### config.mk
export PLATFORM = sky130hd
export DESIGN_NAME = meter_reading_delta_packer
export DESIGN_NICKNAME = d
export VERILOG_FILES = /design/src/hdl/mrdp_pkg.sv /design/src/hdl/mrdp_front.sv /design/src/hdl/mrdp_queue.sv /design/src/hdl/mrdp_back.sv /design/src/hdl/meter_reading_delta_packer.sv
export VERILOG_INCLUDE_DIRS = /design/src /design/src/hdl
export SDC_FILE = /design/constraint.sdc
export NUM_CORES = 1
export LEC_CHECK = 0
export BUFFER_PORTS_ARGS = -buffer_cell sky130_fd_sc_hd__buf_2
export CORE_MARGIN = 2
export CORE_UTILIZATION = 35
export CTS_CLUSTER_DIAMETER = 100
export CTS_CLUSTER_SIZE = 10
export DETAILED_ROUTE_END_ITERATION = 8
export PLACE_DENSITY = 0.48
export SETUP_SLACK_MARGIN = 0.02
export SKIP_LAST_GASP = 1
export SLEW_MARGIN = 10
export SYNTH_ARGS = -nofsm -noshare
export SYNTH_HDL_FRONTEND = slang
export SYNTH_SLANG_ARGS = --single-unit
### constraint.sdc
create_clock -name clk -period 21.7 [get_ports clk]
set_clock_uncertainty 0.05 [all_clocks]
set_input_delay 4.34 -clock clk [delete_from_list [all_inputs] [get_ports clk]]
set_output_delay 4.34 -clock clk [all_outputs]
set_load 0.03 [all_outputs]
### src/hdl/meter_reading_delta_packer_assert.svh
// ----------------------------------------------------------------------------
// meter_reading_delta_packer assertion macros
// Shared concurrent assertion forms used at the end of the top level.
// ----------------------------------------------------------------------------
`ifndef METER_READING_DELTA_PACKER_ASSERT_SVH
`define METER_READING_DELTA_PACKER_ASSERT_SVH

// same-cycle implication, checked outside reset
`define MRDP_ASSERT_IMPLIES(label, clock, reset, ante, cons, msg) \
  label: assert property (@(posedge clock) disable iff (reset) (ante) |-> (cons)) \
    else $error(msg);

// next-cycle implication, checked outside reset
`define MRDP_ASSERT_NEXT(label, clock, reset, ante, cons, msg) \
  label: assert property (@(posedge clock) disable iff (reset) (ante) |=> (cons)) \
    else $error(msg);

`endif

### src/hdl/mrdp_pkg.sv
// ----------------------------------------------------------------------------
// mrdp_pkg
// Types, constants and the bcd conversion shared by the delta packer modules.
// ----------------------------------------------------------------------------
package mrdp_pkg;

  // eight bcd digits with nibbles up to 15 stay below 2^28
  localparam int VALUE_W = 28;
  localparam int POS_W   = 5;
  localparam int COUNT_W = 6;
  localparam int WORD_W  = 32;
  localparam int DIGITS  = 8;
  localparam int QUEUE_DEPTH = 2;
  localparam int QPTR_W  = $clog2(QUEUE_DEPTH);
  localparam int QCNT_W  = $clog2(QUEUE_DEPTH + 1);

  typedef logic [VALUE_W-1:0] value_t;
  typedef logic [WORD_W-1:0]  word_t;

  localparam word_t MISSING_BCD    = 32'hFFFF_FFFF;
  localparam word_t MISSING_WORD   = 32'hFFFF_FFFF;
  localparam word_t DELTA_MISSING  = 32'h0000_FFFF;
  localparam word_t DELTA_SATURATE = 32'h0000_FFFE;

  // weight of each nibble, least significant first
  localparam value_t DIGIT_WEIGHT [DIGITS] = '{
    28'd1, 28'd10, 28'd100, 28'd1000,
    28'd10000, 28'd100000, 28'd1000000, 28'd10000000
  };

  // one classified reading on its way from front to back
  typedef struct packed {
    value_t             value;
    logic               missing;
    logic [POS_W-1:0]   position;
    logic [COUNT_W-1:0] count;
    logic               last;
  } entry_t;

  // nibbles weigh their raw value, even above nine
  function automatic value_t bcd_to_bin(input word_t bcd);
    value_t acc;
    acc = '0;
    for (int i = 0; i < DIGITS; i++) begin
      acc = acc + value_t'(bcd[4*i +: 4]) * DIGIT_WEIGHT[i];
    end
    return acc;
  endfunction

endpackage

### src/hdl/mrdp_front.sv
// ----------------------------------------------------------------------------
// mrdp_front
// Accepts readings, tracks the frame position and converts bcd to binary.
// ----------------------------------------------------------------------------
module mrdp_front
  import mrdp_pkg::*;
#(
  parameter int MAX_READINGS = 24
) (
  input  logic   clk,
  input  logic   rst,
  input  logic   in_valid,
  output logic   in_ready,
  input  word_t  reading_bcd,
  input  logic   frame_last,
  input  logic   queue_full,
  output logic   push,
  output entry_t push_entry
);

  logic [COUNT_W-1:0] frame_count;
  logic [COUNT_W-1:0] count_next;
  logic               last_next;

  // handshake toward the queue
  assign in_ready = !queue_full;
  assign push     = in_valid && in_ready;

  // frame position and forced end of an overlong frame
  always_comb begin
    count_next = frame_count + COUNT_W'(1);
    last_next  = frame_last || (count_next >= COUNT_W'(MAX_READINGS));
  end

  // classified entry
  always_comb begin
    push_entry.missing  = (reading_bcd == MISSING_BCD);
    push_entry.value    = push_entry.missing ? '0 : bcd_to_bin(reading_bcd);
    push_entry.position = frame_count[POS_W-1:0];
    push_entry.count    = count_next;
    push_entry.last     = last_next;
  end

  // frame counter
  always_ff @(posedge clk) begin
    if (rst) begin
      frame_count <= '0;
    end else if (push) begin
      frame_count <= last_next ? '0 : count_next;
    end
  end

endmodule

### src/hdl/mrdp_queue.sv
// ----------------------------------------------------------------------------
// mrdp_queue
// Short queue between the front and back so each side stalls on its own.
// ----------------------------------------------------------------------------
module mrdp_queue
  import mrdp_pkg::*;
(
  input  logic   clk,
  input  logic   rst,
  input  logic   push,
  input  entry_t push_entry,
  output logic   full,
  input  logic   pop,
  output entry_t pop_entry,
  output logic   not_empty
);

  entry_t             slots [QUEUE_DEPTH];
  logic [QPTR_W-1:0]  wr_ptr;
  logic [QPTR_W-1:0]  rd_ptr;
  logic [QCNT_W-1:0]  fill;

  // status
  assign full      = (fill == QCNT_W'(QUEUE_DEPTH));
  assign not_empty = (fill != '0);
  assign pop_entry = slots[rd_ptr];

  // storage
  always_ff @(posedge clk) begin
    if (push) begin
      slots[wr_ptr] <= push_entry;
    end
  end

  // pointers and fill level
  always_ff @(posedge clk) begin
    if (rst) begin
      wr_ptr <= '0;
      rd_ptr <= '0;
      fill   <= '0;
    end else begin
      if (push) begin
        wr_ptr <= (wr_ptr == QPTR_W'(QUEUE_DEPTH - 1)) ? '0 : wr_ptr + QPTR_W'(1);
      end
      if (pop) begin
        rd_ptr <= (rd_ptr == QPTR_W'(QUEUE_DEPTH - 1)) ? '0 : rd_ptr + QPTR_W'(1);
      end
      if (push && !pop) begin
        fill <= fill + QCNT_W'(1);
      end else if (pop && !push) begin
        fill <= fill - QCNT_W'(1);
      end
    end
  end

endmodule

### src/hdl/mrdp_back.sv
// ----------------------------------------------------------------------------
// mrdp_back
// Applies the reference and delta rules and holds the result register.
// ----------------------------------------------------------------------------
module mrdp_back
  import mrdp_pkg::*;
(
  input  logic               clk,
  input  logic               rst,
  input  logic               delta_mode,
  input  logic               not_empty,
  input  entry_t             entry,
  output logic               pop,
  output logic               out_valid,
  input  logic               out_ready,
  output word_t              data_word,
  output word_t              reference_value,
  output logic [POS_W-1:0]   reference_position,
  output logic               reference_found,
  output logic [COUNT_W-1:0] reading_count,
  output logic               result_last
);

  logic             have_reference;
  value_t           reference_store;
  logic [POS_W-1:0] reference_index;
  value_t           previous_value;

  logic             take;
  logic             found_next;
  value_t           store_next;
  logic [POS_W-1:0] index_next;
  value_t           previous_next;
  value_t           diff;
  word_t            word_next;

  // move an entry when the result register is free or being drained
  assign pop = not_empty && (!out_valid || out_ready);

  // reference and delta rules
  always_comb begin
    take          = !entry.missing && !have_reference;
    found_next    = have_reference || take;
    store_next    = take ? entry.value : reference_store;
    index_next    = take ? entry.position : reference_index;
    previous_next = previous_value;
    diff          = previous_value - entry.value;
    if (take) begin
      previous_next = entry.value;
      word_next     = delta_mode ? '0 : WORD_W'(entry.value);
    end else if (delta_mode) begin
      if (entry.missing) begin
        word_next = DELTA_MISSING;
      end else if (previous_value < entry.value) begin
        word_next = '0;
      end else begin
        previous_next = entry.value;
        word_next = (WORD_W'(diff) > DELTA_SATURATE) ? DELTA_SATURATE : WORD_W'(diff);
      end
    end else begin
      word_next = entry.missing ? MISSING_WORD : WORD_W'(entry.value);
    end
  end

  // frame state
  always_ff @(posedge clk) begin
    if (rst) begin
      have_reference  <= 1'b0;
      reference_store <= '0;
      reference_index <= '0;
      previous_value  <= '0;
    end else if (pop) begin
      have_reference  <= found_next && !entry.last;
      reference_store <= store_next;
      reference_index <= index_next;
      previous_value  <= previous_next;
    end
  end

  // result valid
  always_ff @(posedge clk) begin
    if (rst) begin
      out_valid <= 1'b0;
    end else if (pop) begin
      out_valid <= 1'b1;
    end else if (out_ready) begin
      out_valid <= 1'b0;
    end
  end

  // result payload
  always_ff @(posedge clk) begin
    if (pop) begin
      data_word          <= word_next;
      reference_value    <= found_next ? WORD_W'(store_next) : '0;
      reference_position <= found_next ? index_next : '0;
      reference_found    <= found_next;
      reading_count      <= entry.count;
      result_last        <= entry.last;
    end
  end

endmodule

### src/hdl/meter_reading_delta_packer.sv
// ----------------------------------------------------------------------------
// meter_reading_delta_packer
// Packs a frame of bcd meter readings into absolute words or reference plus
// saturated 16-bit decreases.
// ----------------------------------------------------------------------------
//  channel  | signals                         | moves
//  ---------+---------------------------------+-------------------------------
//  in       | in_valid / in_ready             | one reading per transaction
//  out      | out_valid / out_ready           | one result per transaction
//  cfg      | cfg_write_en / cfg_write_data   | delta_mode, no wait
//
//  One reading per cycle sustained while out_ready is high; a taken reading
//  goes through a queue slot and then the result register (bcd conversion
//  ahead of the queue, delta rules into the result register).
//  Reset clears the frame counter, the two-entry queue, the reference state
//  and delta_mode. When out_ready stays low the queue fills and in_ready
//  drops after two more readings; a reading in the result register and two
//  in the queue are held without loss.
// ----------------------------------------------------------------------------
`include "meter_reading_delta_packer_assert.svh"

module meter_reading_delta_packer
  import mrdp_pkg::*;
#(
  parameter int MAX_READINGS = 24
) (
  input  logic        clk,
  input  logic        rst,
  input  logic        cfg_write_en,
  input  logic        cfg_write_data,
  input  logic        in_valid,
  output logic        in_ready,
  input  logic [31:0] reading_bcd,
  input  logic        frame_last,
  output logic        out_valid,
  input  logic        out_ready,
  output logic [31:0] data_word,
  output logic [31:0] reference_value,
  output logic [4:0]  reference_position,
  output logic        reference_found,
  output logic [5:0]  reading_count,
  output logic        result_last
);

  logic   delta_mode;
  logic   push;
  entry_t push_entry;
  logic   queue_full;
  logic   pop;
  entry_t pop_entry;
  logic   not_empty;

  // mode register
  always_ff @(posedge clk) begin
    if (rst) begin
      delta_mode <= 1'b0;
    end else if (cfg_write_en) begin
      delta_mode <= cfg_write_data;
    end
  end

  // front: accept and classify
  mrdp_front #(
    .MAX_READINGS (MAX_READINGS)
  ) u_front (
    .clk         (clk),
    .rst         (rst),
    .in_valid    (in_valid),
    .in_ready    (in_ready),
    .reading_bcd (reading_bcd),
    .frame_last  (frame_last),
    .queue_full  (queue_full),
    .push        (push),
    .push_entry  (push_entry)
  );

  // queue between front and back
  mrdp_queue u_queue (
    .clk        (clk),
    .rst        (rst),
    .push       (push),
    .push_entry (push_entry),
    .full       (queue_full),
    .pop        (pop),
    .pop_entry  (pop_entry),
    .not_empty  (not_empty)
  );

  // back: reference and delta rules
  mrdp_back u_back (
    .clk                (clk),
    .rst                (rst),
    .delta_mode         (delta_mode),
    .not_empty          (not_empty),
    .entry              (pop_entry),
    .pop                (pop),
    .out_valid          (out_valid),
    .out_ready          (out_ready),
    .data_word          (data_word),
    .reference_value    (reference_value),
    .reference_position (reference_position),
    .reference_found    (reference_found),
    .reading_count      (reading_count),
    .result_last        (result_last)
  );

  // checks
  `MRDP_ASSERT_IMPLIES(a_no_ref_zero, clk, rst, out_valid && !reference_found,
    reference_value == '0 && reference_position == '0, "reference fields set without reference")
  `MRDP_ASSERT_IMPLIES(a_count_bound, clk, rst, out_valid,
    reading_count != '0 && reading_count <= 6'(MAX_READINGS), "reading count out of range")
  `MRDP_ASSERT_IMPLIES(a_delta_narrow, clk, rst, out_valid && delta_mode,
    data_word[31:16] == '0, "delta word wider than 16 bits")
  `MRDP_ASSERT_NEXT(a_last_restarts, clk, rst, out_valid && out_ready && result_last && pop,
    reading_count == 6'd1, "frame did not restart after last result")

endmodule
After elaboration in Yosys (flattened, before gate mapping)
Memories as Yosys holds them, arrays and structs flattened. A register that Yosys moved wholly into a read port is not among the register bits.
Cells that the tools add are included.

word-level totals
  flip-flop bits (word level) = 151
  bits in latches = 0
  memory bits (writable) = 82
  memory bits (read-only) = 0
  bits of input ports = 39
  output and inout bits = 79
  memories = 1

operators by class
  add/subtract/negate cells = 13
  multiply operators = 7
  divide/modulo/power cells = 0
  order comparisons = 3
  equality and inequality tests = 4
  shift-type cells = 0
  multiplexer cells = 25
  bitwise operators = 0
  reductions and logical operators = 21

memories
  name           words  bits a word  read ports  clocked after Yosys merged registers in  wr ports  RTL line          source
  u_queue.slots  2      41           1           1                                        1         mrdp_queue.sv:18  entry_t slots [QUEUE_DEPTH];

operators by type and width
  operator                                              count
  2-to-1 mux 28 bit                                     8
  2-to-1 mux 32 bit                                     5
  equality test 32 bit, second input constant           1
  adder 28 x 11 -> 28 bit                               1
  adder 28 x 14 -> 28 bit                               1
  adder 28 x 18 -> 28 bit                               1
  adder 28 x 21 -> 28 bit                               1
  adder 28 x 24 -> 28 bit                               1
  adder 28 bit                                          1
  > comparator 28 x 16 -> 1 bit, second input constant  1
  less-than comparator 28 bit                           1
  subtractor 28 bit                                     1
  multiplier 4 x 17 -> 21 bit, second input constant    1
  multiplier 4 x 14 -> 18 bit, second input constant    1
  multiplier 4 x 12 -> 16 bit, second input constant    1
  multiplier 4 x 10 -> 14 bit, second input constant    1
  multiplier 4 x 7 -> 11 bit, second input constant     1
  adder 4 x 8 -> 9 bit                                  1
  multiplier 4 x 5 -> 9 bit, second input constant      1
  2-to-1 mux 1 bit                                      8
  nonzero test 2 bit                                    4
  logical NOT 1 bit                                     7
  multiplier 4 x 3 -> 7 bit, second input constant      1
  adder 6 x 1 -> 6 bit, second input constant           1
  other kinds (13)                                      22

Logic depth before layout (Yosys ltp)
  depth after elaboration = 9
  mapped depth = 27
  depth with buffers taken out = 27

Cells and area by module
Synthesis repeated with hierarchy kept, for this count alone.

second synthesis, totals
  cells, all modules = 1684
  area, all modules = 16882.4 sq um

by module, submodules not included
  module                      times used  cells each  area each (sq um)  sequential area each (sq um)
  mrdp_back                   1           786         7101.8             3363.2
  mrdp_front                  1           745         6577.6             120.1
  mrdp_queue                  1           150         3169.3             2562.5
  meter_reading_delta_packer  1           3           33.8               20.0

Worst setup path after synthesis
No wires, ideal clock.

  path kind = in2reg
  start point = input reading_bcd[13]
  end point = memory u_queue.slots[0][37] in the netlist's numbering (data pin)
  setup time = 271 ps
  arrival time = 10356 ps
  data required time = 21379 ps
  setup slack = 11023 ps
  stages on the path = 23
  buffers on the path = 0
  cell sequence = fa_1 > inv_1 > fa_1 > inv_1 > ha_1 > xor2_1 > fa_1 > fa_1 > inv_1 > fa_1 > inv_1 > fa_1 > inv_1 > ha_1 > a21o_1 > a21o_1 > a2111oi_2 > nor3_1 > o31a_1 > a211o_1 > a21oi_1 > xor2_1 > nor2_1

RTL lines
  item             RTL line                          source
  start, declared  meter_reading_delta_packer.sv:33  input logic [31:0] reading_bcd,
  end, declared    mrdp_queue.sv:18

==> impl.org <==
** Floorplanning
- For this design the top-level I/O count stands at 118.
- The die covers 48,900 um2.
- Measured along the y axis, the die boundary spans 221 um.
- In this run the standard cell core region covers 46,600 um2.
- Starting density of the core :: 0.355
- The floorplan has 79 rows.
- Die width :: 221 um

** Clock network
- TritonCTS created 26 clock buffers.
- Clock Latency Late Sink :: 0.55 ns
- Number of buffers on the longest clock path :: 3
- TritonCTS built the clock tree.
- Clock tree synthesis selected as its root buffer the cell clkbuf_16.
- Total clock sinks :: 227
- Post-CTS resize count :: 0
- Buffers inserted to repair hold after CTS numbered 0.
- Post-CTS setup buffer count :: 0
- CTS built an H-tree with a depth of 1.
- Clock-pin slew was measured on the worst setup and hold paths at 0.05 ns.

** Synth
- Summed over all instances, the cell type with the most area after synthesis is edfxtp_1.
- Counting flops with a built-in enable in the synthesized netlist gives 152.
- The synthesized netlist occupies a cell area of 16,500 um2.
- Unique masters post-synth :: 70
- Counting every instance in the synthesized netlist gives 1,588.
- Most common flop cell mapped by yosys :: edfxtp_1
- The Yosys step of the flow raised 0 warnings.
- Area share of the largest cell type after synthesis :: 0.276
- Yosys attributes the largest share of cell area to edfxtp_1 (28%), ha_1 (15%), dfxtp_1 (9.1%).
- The share of the Yosys chip area taken by registers is 0.367.
- A synthesized cell averages 10.4 um2.
- Counting flops with an async set or reset pin after synthesis yields a share of 0.
- Synthesis inferred 227 register bits.

** Critical path
- In this design, the critical path's most frequently occurring cell is fa_1.
- Crit-path max cell delay :: 0.60 ns
- Data on the critical path arrives at its endpoint at 10.85 ns.
- By startpoint and endpoint, the worst setup path is classified as in2reg.
- STA classifies the critical path startpoint as an input port.
- The slowest stage of the critical path is the fa_1 cell.
- CP cell instances :: buf_2 -> fa_1 -> inv_1 -> fa_1 -> inv_1 -> ha_1 -> xor2_1 -> fa_1 -> fa_1 -> inv_1 -> fa_1 -> inv_1 -> fa_1 -> inv_1 -> ha_1 -> a21o_1 -> a21o_1 -> a2111oi_2 -> nor3_1 -> o31a_1 -> a211o_1 -> a21oi_1 -> o21ai_1 -> mux2i_1
- Together, buffers and inverters on the worst path number 6.
- Nature of the critical path endpoint :: flip-flop
- Required time of the critical path :: 21.93 ns
- Family with the most delay on the worst path :: adder cells
- Along the worst path, the maximum fanout reaches 6.

** Timing
- The routed design could run at a clock period as short as 10.62 ns.
- The count of final max-slew check failures was 0.
- Setup total negative slack on the finished layout was measured at 0 ns.
- The hold violation total from the final report was 0.
- Final period utilization :: 0.490
- FMAX :: 94.1 MHz
- At the pin with the least slew margin, the transition time is 1.01 ns.
- Number of failing setup endpoints in the final timing report :: 0
- RSZ-0062 raised after global routing :: false
- Headroom to the max-slew limit :: 0.328
- Worst-case hold slack :: 0.437 ns

** Global route
- Vias in the first global route :: 11.7k
- The number of antenna violations at the first check in global routing came to 0.
- For this run, the total global-route usage over all layers was measured as 0.166.
- Entering global routing, the biggest net connects 76 pins.
- Total congestion overflow :: 0
- First-pass GRT wire length :: 65.5 mm

** Cells and area
- Synth-to-layout area growth :: 12.5%
- In the final design database the tool counted 2,010 nets.
- Storage element area :: 6070 um2
- Of the cells placed in the final design, the portion with a size suffix greater than 1 is 0.146.
- 0 antenna diodes ended up in the layout.
- At the end of the flow the core is filled with cells to 0.399.
- The multi-input combinational cells in the finished layout cover a total of 9610 um2.
- After filler insertion, the fill cell instance count of the layout stands at 4,637.

** Run status
- The run finished with clean final reports.

** Drt
- Dividing the detail-routed wire length by the instance count gives 17.4 um.
- Remaining antenna violation count :: 0
- Detailed-router iteration count before antenna repair :: 5
- Aggregate routed wire length :: 40.5 mm
- Avg Vias per Cell :: 5.04
- For this run, design rule violations remaining after detail routing come to 0.
- Number of DRC markers after the initial detailed-route iteration :: 618
- Total via count in the routed design :: 11.7k

** Run
- Max Cap Violations :: 0

** Placement
- Count of input and output buffers :: 113
- Total half-perimeter wirelength after legalization and detailed placement :: 31.2 mm
- Routability congestion estimate :: 0.831

** Worst hold path
- HP Class :: reg2reg
[worst paths after layout]
check	from	endpoint	slack [ns]	cells after the start
worst max register to register	flip-flop	u_back.data_word[5]	16.31	12
worst min-delay path	u_front.frame_count[5]	u_front.frame_count[5]	0.44	1
worst max-delay path	reading_bcd[13]	u_queue.slots[0][39]	11.08	24
worst min register to register	u_front.frame_count[5]	u_front.frame_count[5]	0.44	1
[kinds of logic after synthesis]
family / after synthesis / synth area share
compound gates: 386 / 0.163
simple gates: 354 / 0.102
fa+ha+maj: 274 / 0.240
flops: 227 / 0.367
buf+inv: 214 / 0.0530
xor+xnor: 85 / 0.0451
mux: 47 / 0.0292
other cells: 1 / 0.000227
[synth_stat cells (6+ instances only)]
master,n
a21o_1,26
xnor2_1,43
nor2_1,123
a211oi_1,50
a31oi_1,11
edfxtp_1,152
inv_1,142
o21a_1,14
o31a_1,6
nor2b_1,12
xor2_1,42
and3_1,8
dfxtp_1,75
buf_4,7
fa_1,71
o21bai_1,7
and2_1,16
nand4_1,13
a211oi_2,23
buf_2,10
nor3b_1,10
ha_1,203
nand2_1,84
mux2_2,9
nor3_1,31
mux2i_1,38
buf_1,7
a21oi_1,103
or3_1,9
nand3_1,19
o211ai_1,6
o21ai_0,57
nand2b_1,7
nor4_1,6
or2_2,7
clkbuf_1,42
o31ai_1,38
a21oi_2,11
[metrics by stage]
stage,setup WS (ns),cell area (um2),cells
after CTS,11.05,18600,2324
after global routing,10.56,18600,2324
after detailed placement,10.48,17800,2276
after floorplan,11.02,16500,1591
final,11.08,18600,2324
after global placement,10.48,17800,2276
[layout by cell type, fill, tap and decap left out, types with 38 or more instances in the layout]
| cell | n |
|---|---|
| xor2_1 | 42 |
| buf_2 | 113 |
| dfxtp_1 | 73 |
| ha_1 | 203 |
| edfxtp_1 | 152 |
| a21oi_1 | 103 |
| inv_1 | 141 |
| a211oi_1 | 50 |
| xnor2_1 | 43 |
| o31ai_1 | 38 |
| nor2_1 | 120 |
| fa_1 | 71 |
| nand2_1 | 84 |
| o21ai_0 | 57 |
[final cells by class]
type	instances	area share
timing repair buffer	150	0.0454
clock buffer	46	0.0391
sequential	227	0.327
inverter	142	0.0287
tap	607	0.0409
clock inverter	2	0.00189
multi-input combinational	1150	0.517
[metal layers]
layer  global-route usage  vias up  wire, um  share of wire
met5                    0        -         0              0
met4               0.0370        0       771          0.019
met3               0.0185       39      1490          0.037
met2                0.283      210     19200           0.47
met1                0.226     5550     19000           0.47
li1                     -     5913         -              -
[state kept, by name, indices dropped and copies added (netlist names), named ones only]
name	cells
u_back.reference_found	1
u_queue.rd_ptr	1
u_back.reference_index	5
u_back.have_reference	1
u_back.reading_count	6
u_back.reference_value	28
u_back.out_valid	1
u_back.previous_value	28
u_queue.wr_ptr	1
u_back.data_word	29
u_back.reference_position	5
u_back.result_last	1
u_front.frame_count	6
delta_mode	1
u_queue.fill	2
u_queue.slots	82
u_back.reference_store	28
Power is left out: the tool's default activity adds up to more than one toggle a clock period on the data nets, which glitch-free logic cannot reach.
